$ cat src/rtl/ptms_pkg.sv
`timescale 1ns / 1ps
// ============================================================================
// ptms_pkg
// Shared types, codes and helpers of the per-pixel temporal mean / deviation
// block.
// ============================================================================
package ptms_pkg;

    // transaction payloads
    typedef struct packed {
        logic [1:0]  kind;
        logic [15:0] pixel_value;
        logic [9:0]  query_x;
        logic [9:0]  query_y;
    } ptms_in_t;

    typedef struct packed {
        logic [15:0] value;
        logic [15:0] deviation_tenths;
        logic        value_valid;
        logic        deviation_valid;
        logic        frame_done;
    } ptms_out_t;

    // input kinds
    localparam logic [1:0] KIND_PIXEL   = 2'd0;
    localparam logic [1:0] KIND_QUERY   = 2'd1;
    localparam logic [1:0] KIND_RESTART = 2'd2;

    // configuration port
    localparam int CFG_IDX_W  = 3;
    localparam int CFG_DATA_W = 9;
    localparam logic [CFG_IDX_W-1:0] CFG_MODE        = 3'd0;
    localparam logic [CFG_IDX_W-1:0] CFG_AVG_FRAMES  = 3'd1;
    localparam logic [CFG_IDX_W-1:0] CFG_SNAP_FRAMES = 3'd2;
    localparam logic [CFG_IDX_W-1:0] CFG_WIDTH       = 3'd3;
    localparam logic [CFG_IDX_W-1:0] CFG_HEIGHT      = 3'd4;

    // datapath widths
    localparam int SUM_W  = 25;
    localparam int SQ_W   = 40;
    localparam int DIV_W  = 32;
    localparam int DSR_W  = 9;
    localparam int RAD_W  = 62;
    localparam int ROOT_W = 31;
    localparam int LIM_W  = 13;

    typedef logic [LIM_W-1:0] lim_t;

    // rounding constants
    localparam int ROUND_HALF = 5;
    localparam int DEV_SCALE  = 10000;

    // x / 10 == (x * TENTH_RECIP) >> TENTH_SHIFT, exact for any 32-bit x
    localparam logic [31:0] TENTH_RECIP = 32'hCCCC_CCCD;
    localparam int          TENTH_SHIFT = 35;

    // frame size register: 0 counts as 1, large values clip to the maximum
    function automatic lim_t clamp_size(input logic [CFG_DATA_W-1:0] v, input lim_t max_v);
        lim_t v_ext;
        v_ext = lim_t'(v);
        if (v_ext == lim_t'(0)) begin
            return lim_t'(1);
        end
        return (v_ext > max_v) ? max_v : v_ext;
    endfunction

    function automatic logic [15:0] sat16(input logic [DIV_W-1:0] v);
        return (v[DIV_W-1:16] != '0) ? 16'hFFFF : v[15:0];
    endfunction

endpackage

$ cat src/rtl/ptms_divider.sv
`timescale 1ns / 1ps
// ============================================================================
// ptms_divider
// Radix-2 restoring divider, one quotient bit per cycle.
// ============================================================================
module ptms_divider (
    input  logic                        clk,
    input  logic                        rst_n,
    input  logic                        start,
    input  logic [ptms_pkg::DIV_W-1:0]  dividend,
    input  logic [ptms_pkg::DSR_W-1:0]  divisor,
    output logic                        done,
    output logic [ptms_pkg::DIV_W-1:0]  quotient
);
    localparam int CNT_W = $clog2(ptms_pkg::DIV_W);

    logic                       busy_reg;
    logic                       done_reg;
    logic [CNT_W-1:0]           cnt_reg;
    logic [ptms_pkg::DIV_W-1:0] dq_reg;
    logic [ptms_pkg::DSR_W-1:0] rem_reg;
    logic [ptms_pkg::DSR_W-1:0] dsr_reg;

    logic [ptms_pkg::DSR_W:0]   rem_sh;
    logic                       ge;
    logic [ptms_pkg::DSR_W-1:0] rem_next;

    always_comb
    begin
        rem_sh   = {rem_reg, dq_reg[ptms_pkg::DIV_W-1]};
        ge       = rem_sh >= {1'b0, dsr_reg};
        rem_next = ge ? ptms_pkg::DSR_W'(rem_sh - {1'b0, dsr_reg})
                      : rem_sh[ptms_pkg::DSR_W-1:0];
    end

    always_ff @(posedge clk or negedge rst_n)
    begin
        if (!rst_n)
        begin
            busy_reg <= 1'b0;
            done_reg <= 1'b0;
            cnt_reg  <= '0;
        end
        else if (start)
        begin
            busy_reg <= 1'b1;
            done_reg <= 1'b0;
            cnt_reg  <= '0;
        end
        else if (busy_reg)
        begin
            cnt_reg <= cnt_reg + CNT_W'(1);
            if (cnt_reg == CNT_W'(ptms_pkg::DIV_W - 1))
            begin
                busy_reg <= 1'b0;
                done_reg <= 1'b1;
            end
        end
        else
        begin
            done_reg <= 1'b0;
        end
    end

    always_ff @(posedge clk)
    begin
        if (start)
        begin
            dq_reg  <= dividend;
            rem_reg <= '0;
            dsr_reg <= divisor;
        end
        else if (busy_reg)
        begin
            dq_reg  <= {dq_reg[ptms_pkg::DIV_W-2:0], ge};
            rem_reg <= rem_next;
        end
    end

    assign done     = done_reg;
    assign quotient = dq_reg;

endmodule

$ cat config.mk
export PLATFORM = sky130hd
export DESIGN_NAME = ptms_divider
export DESIGN_NICKNAME = d
export VERILOG_FILES = /design/src/rtl/ptms_pkg.sv /design/src/rtl/ptms_divider.sv
export SDC_FILE = /design/constraint.sdc
export NUM_CORES = 1
export LEC_CHECK = 0
export ABC_AREA = 1
export BUFFER_PORTS_ARGS = -buffer_cell sky130_fd_sc_hd__clkbuf_2
export CORE_ASPECT_RATIO = 1.1
export CORE_MARGIN = 5
export CORE_UTILIZATION = 35
export DETAILED_ROUTE_END_ITERATION = 8
export PLACE_DENSITY = 0.69
export SLEW_MARGIN = 10
export SYNTH_ARGS = -nofsm -noshare
export SYNTH_HDL_FRONTEND = slang
export SYNTH_SLANG_ARGS = --single-unit
$ cat constraint.sdc
create_clock -name clk -period 2.1 [get_ports clk]
set_input_delay 0.105 -clock clk [delete_from_list [all_inputs] [get_ports clk]]
set_output_delay 0.105 -clock clk [all_outputs]
set_load 0.01 [all_outputs]
==> flow_summary.ini <==
[status]
status = finished clean

[place]
portBuffers = 76
gp_congestion = 0.8984
dpl.hpwl_mm = 5.080

[worst_setup_path]
start_kind = flip-flop
crit_path_end_kind = flip-flop
crit_chain = inv_2 -> ha_1 -> inv_1 -> fa_2 -> nand2_1 -> nand2_1 -> nand3_2 -> nand2_2 -> nand2_8 -> nand2_4 -> nand2_1 -> nand3_1 -> o21ai_1
critPathMaxFanout = 12
cp.buffers_inverters = 2
path_delay_family = simple AND/OR/NAND/NOR gates
worst_path_largest_cell_delay_ns = 0.42
required_ns = 2.35
crit_top_cell = nand2_1
critPathKind = reg2reg
cp.arrival_ns = 2.15
slowest_stage = edfxtp_1

[global_route]
grt_pass1_wl_mm = 10.87
grt_pass1_vias = 2296
grt_util_all_layers = 0.1393
antenna_found_initial = 0
grt_max_degree = 26
overflow = 0

[floorplanning]
fp-row-count = 34
core-area_mm2 = 0.007955
ios = 77
die_w_um = 96.42
dieHeight_um = 105.1
initial_utilization = 0.3614
die_area_mm2 = 0.01013

[clocking]
clkTransAtPathRegs_ns = 0.07
clkLatencyLatePin_ns = 0.33
htreeDepth = 3
clock_sinks = 57
clockBufferDepth = 2
numCtsBuffers = 9
root_buffer = clkbuf_8
cts_tree = built
cts_setup_buffers = 0

[routing]
wirelength_mm = 6.698
via_per_inst = 4.485
drt_pass1_iterations = 4
post_drt_wl_per_cell_um = 12.54
drt_iter0_markers = 145
detail_route.drc_violations = 0
postRouteAntennaNets = 0
vias = 2395

[power_and_ir_drop]
power_mw = 3.674
p_leak_nw = 1.896
ir_worst_vdd_v = 0.0003591
power_density_mw_per_mm2 = 998.3

[logic_synthesis]
synth_fp_nets = 382
syn_inst = 326
synth_area_mm2 = 0.002875
yosys_warnings = 0
synth-seq-cells = 57
synth_top_area_frac = 0.4282
syn_area_per_cell_um2 = 8.820
synth_area_leader_cell = edfxtp_1
ys_types = 30
synth_area_leaders = edfxtp_1 43%, nand2_1 18%, dfxtp_1 6.3%
yosysSeqAreaShare = 0.5518

[final_layout]
n_antenna_cell = 0
largest_reg_flops = 32
areaGrowthSynthToFinish_pct = 27.98
utilization = 0.4626
fin_nets = 477
drive_gt1_frac = 0.2700

[timing]
setup_viol = 0
timing.fmax_mhz = 526.5
finalCritPeriodShare = 0.9045
worst_pin_slew_ns = 0.3776
slew_headroom = 0.7469
drv_slew = 0
hold_violations = 0
fin_worst_skew_ns = 0.009828
period_needed_ns = 1.899
grt_setup_unrepaired = no

[worst_hold_path]
hold_path_class = in2reg

[job]
maxCapViolCount = 0
==> layer usage <==
metal / track usage / vias to the layer above / routed length (um)
met5: 0 / - / 0
met4: 0.05812 / 0 / 138
met3: 0.04313 / 14 / 373
met2: 0.2146 / 71 / 3229
met1: 0.1798 / 1078 / 2955
li1: - / 1232 / -
==> worst register-to-register path, cell delays in order (launching register included) <==
cell and delay [ns]:
edfxtp_1 0.42, inv_2 0.09, ha_1 0.14, inv_1 0.06
fa_2 0.35, nand2_1 0.07, nand2_1 0.09, nand3_2 0.09
nand2_2 0.09, nand2_8 0.12, nand2_4 0.10, nand2_1 0.08
nand3_1 0.06, o21ai_1 0.08
==> kinds of logic (layout without fill, tap and decap cells) <==
group | count (synthesis) | in the layout | share of synthesized area
buffers and inverters | 49 | 149 | 0.07180
AO/OA/AOI/OAI | 16 | 16 | 0.03264
XOR/XNOR | 4 | 4 | 0.01219
AND/OR/NAND/NOR | 188 | 188 | 0.2768
flip-flops | 57 | 57 | 0.5518
adder cells (fa/ha/maj) | 12 | 12 | 0.05483
==> power breakdown <==
group          switching, mW  leakage, nW  internal [mW]
combinational          0.784         1.21          0.525
sequential             0.125        0.604           1.38
clock                  0.436       0.0835          0.419
==> cells in the final DEF, fill, tap and decap left out <==
cell type and count:
nand2_1 141, clkbuf_2 76, edfxtp_1 41, inv_1 37, nand3_1 19, ha_1 11
dlygate4sd3_1 10, nor2_1 9, clkbuf_8 9, dfxtp_1 9, buf_4 8, dfrtp_1 7
nand3_2 4, nor2_2 4, o21ai_0 4, a21oi_1 4, nand3b_1 4, nand2_2 3
o21ai_1 3, clkinv_2 3, clkinv_1 2, xnor2_1 2, a22o_1 2, xor2_1 2
inv_2 1, nor3_2 1, nand2_8 1, a31oi_1 1, nand4_1 1, o22ai_1 1
nand2_4 1, a21oi_2 1, fa_2 1, clkinv_4 1, clkinvlp_4 1, clkbuf_1 1
==> layout make-up <==
cell class,count,area [um^2]
timing repair buffer,94,540.5
sequential,57,1587
tap,108,135.1
clock inverter,6,35.03
fill,774,4275
multi-input combinational,220,1109
inverter,39,146.4
clock buffer,10,127.6
==> path summary, 6_finish.rpt <==
path	depth (start not counted)	slack, ns	from	endpoint
setup / recovery	13	0.20	quotient[31]	rem_reg[0]
hold / removal	3	0.03	dividend[16]	quotient[16]
setup reg to reg	13	0.20	quotient[31]	rem_reg[0]
hold reg to reg	2	0.48	rem_reg[7]	rem_reg[7]
max in group asynchronous	2	1.79	rst_n	cnt_reg[0]
min in group asynchronous	2	0.14	rst_n	cnt_reg[3]
==> stage by stage <==
stage               setup WS, ns   TNS (ns)  instance area, um^2  hold WS, ns  cells
detailed placement     -0.004966  -0.008911                 3391     -0.05047    508
finish                    0.2006          0                 3680      0.03346    534
CTS                      0.06875          0                 3659      0.02663    534
global route             0.01027          0                 3680      0.02604    534
floorplan                 0.1534          0                 2875      -0.1906    326
global placement          0.1035          0                 3391     -0.04927    508
==> what timing repair did <==
item | 4_1_cts | 5_1_grt
endpoints found under the setup margin | 4 | 8
pin swaps | 0 | 0
hold endpoints to repair | 16 | 0
resized for setup | 1 | 5
hold buffers | 10 | 0
==> cells in the mapped netlist <==
cell type,instances
nand2_1,141
edfxtp_1,41
inv_1,38
nand3_1,19
ha_1,11
dfxtp_1,9
nor2_1,9
dfrtp_1,7
clkbuf_1,6
nand2_2,5
a21oi_1,4
nand3_2,4
nand3b_1,4
nor2_2,4
o21ai_0,4
o21ai_1,3
a22o_1,2
xnor2_1,2
xor2_1,2
a21oi_2,1
a31oi_1,1
buf_2,1
buf_4,1
buf_6,1
clkbuf_8,1
clkinv_1,1
fa_1,1
nand4_1,1
nor3_1,1
o22ai_1,1
Note: power is estimated with default switching activity, not from simulation.
