**src/rtl/ptms_pkg.sv**
```systemverilog
`timescale 1ns / 1ps
// ============================================================================
// ptms_pkg
// Shared types, codes and helpers of the per-pixel temporal mean / deviation
// block.
// ============================================================================
package ptms_pkg;

    // transaction payloads
    typedef struct packed {
        logic [1:0]  kind;
        logic [15:0] pixel_value;
        logic [9:0]  query_x;
        logic [9:0]  query_y;
    } ptms_in_t;

    typedef struct packed {
        logic [15:0] value;
        logic [15:0] deviation_tenths;
        logic        value_valid;
        logic        deviation_valid;
        logic        frame_done;
    } ptms_out_t;

    // input kinds
    localparam logic [1:0] KIND_PIXEL   = 2'd0;
    localparam logic [1:0] KIND_QUERY   = 2'd1;
    localparam logic [1:0] KIND_RESTART = 2'd2;

    // configuration port
    localparam int CFG_IDX_W  = 3;
    localparam int CFG_DATA_W = 9;
    localparam logic [CFG_IDX_W-1:0] CFG_MODE        = 3'd0;
    localparam logic [CFG_IDX_W-1:0] CFG_AVG_FRAMES  = 3'd1;
    localparam logic [CFG_IDX_W-1:0] CFG_SNAP_FRAMES = 3'd2;
    localparam logic [CFG_IDX_W-1:0] CFG_WIDTH       = 3'd3;
    localparam logic [CFG_IDX_W-1:0] CFG_HEIGHT      = 3'd4;

    // datapath widths
    localparam int SUM_W  = 25;
    localparam int SQ_W   = 40;
    localparam int DIV_W  = 32;
    localparam int DSR_W  = 9;
    localparam int RAD_W  = 62;
    localparam int ROOT_W = 31;
    localparam int LIM_W  = 13;

    typedef logic [LIM_W-1:0] lim_t;

    // rounding constants
    localparam int ROUND_HALF = 5;
    localparam int DEV_SCALE  = 10000;

    // x / 10 == (x * TENTH_RECIP) >> TENTH_SHIFT, exact for any 32-bit x
    localparam logic [31:0] TENTH_RECIP = 32'hCCCC_CCCD;
    localparam int          TENTH_SHIFT = 35;

    // frame size register: 0 counts as 1, large values clip to the maximum
    function automatic lim_t clamp_size(input logic [CFG_DATA_W-1:0] v, input lim_t max_v);
        lim_t v_ext;
        v_ext = lim_t'(v);
        if (v_ext == lim_t'(0)) begin
            return lim_t'(1);
        end
        return (v_ext > max_v) ? max_v : v_ext;
    endfunction

    function automatic logic [15:0] sat16(input logic [DIV_W-1:0] v);
        return (v[DIV_W-1:16] != '0) ? 16'hFFFF : v[15:0];
    endfunction

endpackage

```
**src/rtl/ptms_isqrt.sv**
```systemverilog
`timescale 1ns / 1ps
// ============================================================================
// ptms_isqrt
// Digit-by-digit integer square root, one root bit per cycle.
// ============================================================================
module ptms_isqrt (
    input  logic                         clk,
    input  logic                         rst_n,
    input  logic                         start,
    input  logic [ptms_pkg::RAD_W-1:0]   radicand,
    output logic                         done,
    output logic [ptms_pkg::ROOT_W-1:0]  root
);
    localparam int CNT_W = $clog2(ptms_pkg::ROOT_W);
    localparam int REM_W = ptms_pkg::ROOT_W + 2;

    logic                        busy_reg;
    logic                        done_reg;
    logic [CNT_W-1:0]            cnt_reg;
    logic [ptms_pkg::RAD_W-1:0]  rad_reg;
    logic [REM_W-1:0]            rem_reg;
    logic [ptms_pkg::ROOT_W-1:0] root_reg;

    logic [REM_W+1:0]            rem_sh;
    logic [REM_W+1:0]            trial;
    logic                        ge;
    logic [REM_W-1:0]            rem_next;

    always_comb
    begin
        rem_sh   = {rem_reg, rad_reg[ptms_pkg::RAD_W-1 -: 2]};
        trial    = {2'b00, root_reg, 2'b01};
        ge       = rem_sh >= trial;
        rem_next = ge ? REM_W'(rem_sh - trial) : rem_sh[REM_W-1:0];
    end

    always_ff @(posedge clk or negedge rst_n)
    begin
        if (!rst_n)
        begin
            busy_reg <= 1'b0;
            done_reg <= 1'b0;
            cnt_reg  <= '0;
        end
        else if (start)
        begin
            busy_reg <= 1'b1;
            done_reg <= 1'b0;
            cnt_reg  <= '0;
        end
        else if (busy_reg)
        begin
            cnt_reg <= cnt_reg + CNT_W'(1);
            if (cnt_reg == CNT_W'(ptms_pkg::ROOT_W - 1))
            begin
                busy_reg <= 1'b0;
                done_reg <= 1'b1;
            end
        end
        else
        begin
            done_reg <= 1'b0;
        end
    end

    always_ff @(posedge clk)
    begin
        if (start)
        begin
            rad_reg  <= radicand;
            rem_reg  <= '0;
            root_reg <= '0;
        end
        else if (busy_reg)
        begin
            rad_reg  <= {rad_reg[ptms_pkg::RAD_W-3:0], 2'b00};
            rem_reg  <= rem_next;
            root_reg <= {root_reg[ptms_pkg::ROOT_W-2:0], ge};
        end
    end

    assign done = done_reg;
    assign root = root_reg;

endmodule

```
**config.mk**
```make
export PLATFORM = sky130hd
export DESIGN_NAME = ptms_isqrt
export DESIGN_NICKNAME = d
export VERILOG_FILES = /design/src/rtl/ptms_pkg.sv /design/src/rtl/ptms_isqrt.sv
export SDC_FILE = /design/constraint.sdc
export NUM_CORES = 1
export LEC_CHECK = 0
export ABC_AREA = 1
export BUFFER_PORTS_ARGS = -buffer_cell sky130_fd_sc_hd__buf_2
export CORE_MARGIN = 10
export CORE_UTILIZATION = 35
export CTS_BUF_LIST = sky130_fd_sc_hd__clkbuf_16
export CTS_CLUSTER_DIAMETER = 30
export CTS_CLUSTER_SIZE = 12
export DETAILED_ROUTE_END_ITERATION = 8
export MAX_ROUTING_LAYER = met4
export REMOVE_ABC_BUFFERS = 1
export SLEW_MARGIN = 30
export SYNTH_ARGS = -nofsm -noshare
export SYNTH_HDL_FRONTEND = slang
export SYNTH_SLANG_ARGS = --single-unit
```
**constraint.sdc**
```tcl
create_clock -name clk -period 2.9 [get_ports clk]
set_clock_uncertainty 0.1 [all_clocks]
set_input_delay 0.435 -clock clk [delete_from_list [all_inputs] [get_ports clk]]
set_output_delay 0.435 -clock clk [all_outputs]
set_load 0.02 [all_outputs]
```
==> impl_metrics.env <==
export IMPL_outcome="completed"
export IMPL_die_w_um=172
export IMPL_relSlewSlack=0.602
export IMPL_drt_iter0_drc=489
export IMPL_combPwrFrac=0.534
export IMPL_clock_path_buffers=2
export IMPL_drtPass1Iterations=5
export IMPL_switching_share=0.462
export IMPL_core_area_um2=22600
export IMPL_rrSetupSlack_ns=0.23
export IMPL_initial_utilization=0.355
export IMPL_synth_warnings=0
export IMPL_die_h_um=172
export IMPL_peakVddDrop_mv=0.443
export IMPL_largest_register_ffs=62
export IMPL_fp_row_count=55
export IMPL_vias=7187
export IMPL_ff2ff_path_depth=14
export IMPL_power_uw=9980
export IMPL_antenna_cells=0
export IMPL_wl_per_cell_um=14.3
export IMPL_synth_edf_count=62
export IMPL_rsz0062_at_grt="no"
export IMPL_grt_pass1_vias=7225
export IMPL_setup_tns_ns=0
export IMPL_via_per_inst=4.70
export IMPL_fin_hold_ws_ns=0.153
export IMPL_hold_path_depth=3
export IMPL_htreeDepth=4
export IMPL_p_clk_frac=0.220
export IMPL_cp_cell_sequence="inv_1, ha_1, nand2_1, nor2_1, nand3_1, nor2_1, nand2_1, nand3_2, nor2_8, nand2_8, buf_4, nand2_1, nand3_1, nand2_1"
export IMPL_yosysSeqAreaShare=0.413
export IMPL_syn_area_um2=8040
export IMPL_ant_nets=0
export IMPL_worstHoldStart="radicand[0]"
export IMPL_cp_arrival_ns=2.89
export IMPL_switchingPower_uw=4610
export IMPL_period_minus_slack_ns=2.67
export IMPL_worst_slew_pin_slew_ns=0.596
export IMPL_totalWireLength_um=21800
export IMPL_cts_sinks=133
export IMPL_ios=97
export IMPL_dpl_hpwl_um=16500
export IMPL_ys_ff_latch=133
export IMPL_dieArea_um2=29400
export IMPL_area_growth_pct=17.2
export IMPL_root_buffer="clkbuf_16"
export IMPL_layout_drive_gt1_share=0.147
export IMPL_final_hold_viol_count=0
export IMPL_grt_overflow=0
export IMPL_startpoint_type="flop"
export IMPL_p_leak_uw=0.00496
export IMPL_seqPwrFrac=0.247
export IMPL_timing_critical_path_mode_cell="nand2_1"
export IMPL_port_buffers=96
export IMPL_slew_violations=0
export IMPL_grt_start_max_net_pins=76
export IMPL_nets=1332
export IMPL_grt_pass1_wl_um=36100
export IMPL_worstSetupEndpointType="flop"
export IMPL_max_cap_violations=0
export IMPL_cp_required_ns=3.12
export IMPL_fin_crit_sh=0.921
export IMPL_cp_max_fo=24
export IMPL_regToRegEndpoint="rem_reg[8]$_SDFFE_PP0P_"
export IMPL_worstSetupPathType="reg -> reg"
export IMPL_cts_tree="done"
export IMPL_internal_power_uw=5370
export IMPL_synthFlopType="dfxtp_1"
export IMPL_clk_pin_slew_ns=0.08
export IMPL_pwr_density_cell_nw_per_um2=1060
export IMPL_async_flop_share=0.0526
export IMPL_insertion_delay_ns=0.43
export IMPL_hold_end="rad_reg[0]$_SDFFCE_PN0P_"
export IMPL_antenna_found_initial=0
export IMPL_synth_distinct_cells=39
export IMPL_gp_congestion=0.956
export IMPL_avgSynthCellArea_um2=7.07
export IMPL_cts_made_buffers=17
export IMPL_crit_path_top_delay_cell="dfxtp_1"
export IMPL_nFillCells=2370
export IMPL_grtUsageTotal=0.158
export IMPL_syn_inst=1137
export IMPL_drc_errors=0
export IMPL_crit_path_max_incr_delay_ns=0.43
export IMPL_setup_viol_count_final=0
export IMPL_min_path_type="in -> reg"
export IMPL_r2r_start="root[0]$_SDFFE_PP0P_"
export IMPL_ctsResizeCount=0
export IMPL_fmax_mhz=375
how the worst max path moves through the flow:
stage	from	to
floorplan	start	rad_reg[0]$_SDFFCE_PN0P_
global placement	root[0]$_SDFFE_PP0P_	rem_reg[6]$_SDFFE_PP0P_
detailed placement	root[0]$_SDFFE_PP0P_	rem_reg[8]$_SDFFE_PP0P_
CTS	root[0]$_SDFFE_PP0P_	rem_reg[8]$_SDFFE_PP0P_
global route	root[0]$_SDFFE_PP0P_	rem_reg[8]$_SDFFE_PP0P_
finish	root[0]$_SDFFE_PP0P_	rem_reg[8]$_SDFFE_PP0P_
power groups by stage:
stage               sequential [uW]  combinational [uW]  clock (uW)
floorplan                      2450                4040           0
global placement               2500                5280           0
detailed placement             2500                5310           0
CTS                            2460                5330        2230
global route                   2500                6100        2310
finish                         2460                5330        2190
per-stage QoR:
step	setup WS [ns]	cells	cell area, um^2	utilization
2_1_floorplan	-0.840	1105	7880	-
3_3_place_gp	0.228	1497	8830	0.390
3_5_place_dp	0.190	1497	8830	0.390
4_1_cts	0.173	1530	9430	0.416
5_1_grt	0.0321	1530	9430	0.416
6_report	0.230	1530	9430	0.416
cell usage in the layout (no fill, tap or decap), types with 28 or more instances in the layout:
cell type	netlist	final
nand2_1	517	517
inv_1	147	146
ha_1	35	35
dfxtp_1	64	64
buf_2	7	96
nor2_1	48	46
nand3b_1	28	28
nand3_1	53	53
o22ai_1	30	30
edfxtp_1	62	62
cells by family after synthesis:
| kind of cell | Yosys count | share of synthesized area |
|---|---|---|
| simple gates | 699 | 0.375 |
| compound gates | 72 | 0.0513 |
| fa+ha+maj | 35 | 0.0544 |
| flops | 133 | 0.413 |
| buf+inv | 183 | 0.0904 |
| xor+xnor | 15 | 0.0163 |
cells in the mapped netlist (2+ instances only):
library cell / n / area [um^2]
a21o_1: 2 / 15.0
a21oi_1: 27 / 135
and2_1: 2 / 12.5
buf_1: 3 / 11.3
buf_2: 7 / 35.0
buf_8: 2 / 30.0
clkbuf_1: 19 / 71.3
dfrtp_1: 7 / 175
dfxtp_1: 64 / 1280
edfxtp_1: 62 / 1860
ha_1: 35 / 438
inv_1: 147 / 552
inv_2: 2 / 7.51
nand2_1: 517 / 1940
nand2_2: 16 / 100
nand3_1: 53 / 265
nand3_2: 6 / 60.1
nand3b_1: 28 / 210
nand4_1: 7 / 43.8
nor2_1: 48 / 180
nor2_2: 9 / 56.3
nor3_1: 5 / 25.0
o21ai_0: 9 / 45.0
o21bai_1: 3 / 22.5
o22ai_1: 30 / 188
xnor2_1: 13 / 114
xor2_1: 2 / 17.5
repair_timing:
item                      4_1_cts  5_1_grt
hold buffers                    1        0
hold endpoints to repair        7        0
buffers inserted                0        0
worst max-delay path: cells and delay by family (launching register included):
kind	cells	cell delay, ns
and+or+nand+nor	11	1.19
DFF	1	0.43
adders and majority gates	1	0.42
buffers and inverters	2	0.41
layer usage:
| layer | global-route usage | vias up | wire length, um |
|---|---|---|---|
| met4 | 0.0408 | 0 | 300 |
| li1 | - | 3769 | - |
| met5 | - | - | 0 |
| met2 | 0.241 | 199 | 9570 |
| met3 | 0.0415 | 15 | 1150 |
| met1 | 0.205 | 3204 | 10800 |
final cells by class:
cell class,instances,area (um^2),area share
multi-input combinational,821,4000,0.425
sequential,133,3320,0.352
timing repair buffer,108,598,0.0634
inverter,151,569,0.0604
clock buffer,17,425,0.0451
tap,285,357,0.0378
clock inverter,15,158,0.0167
No activity file was read; power rests on OpenSTA's default activity.
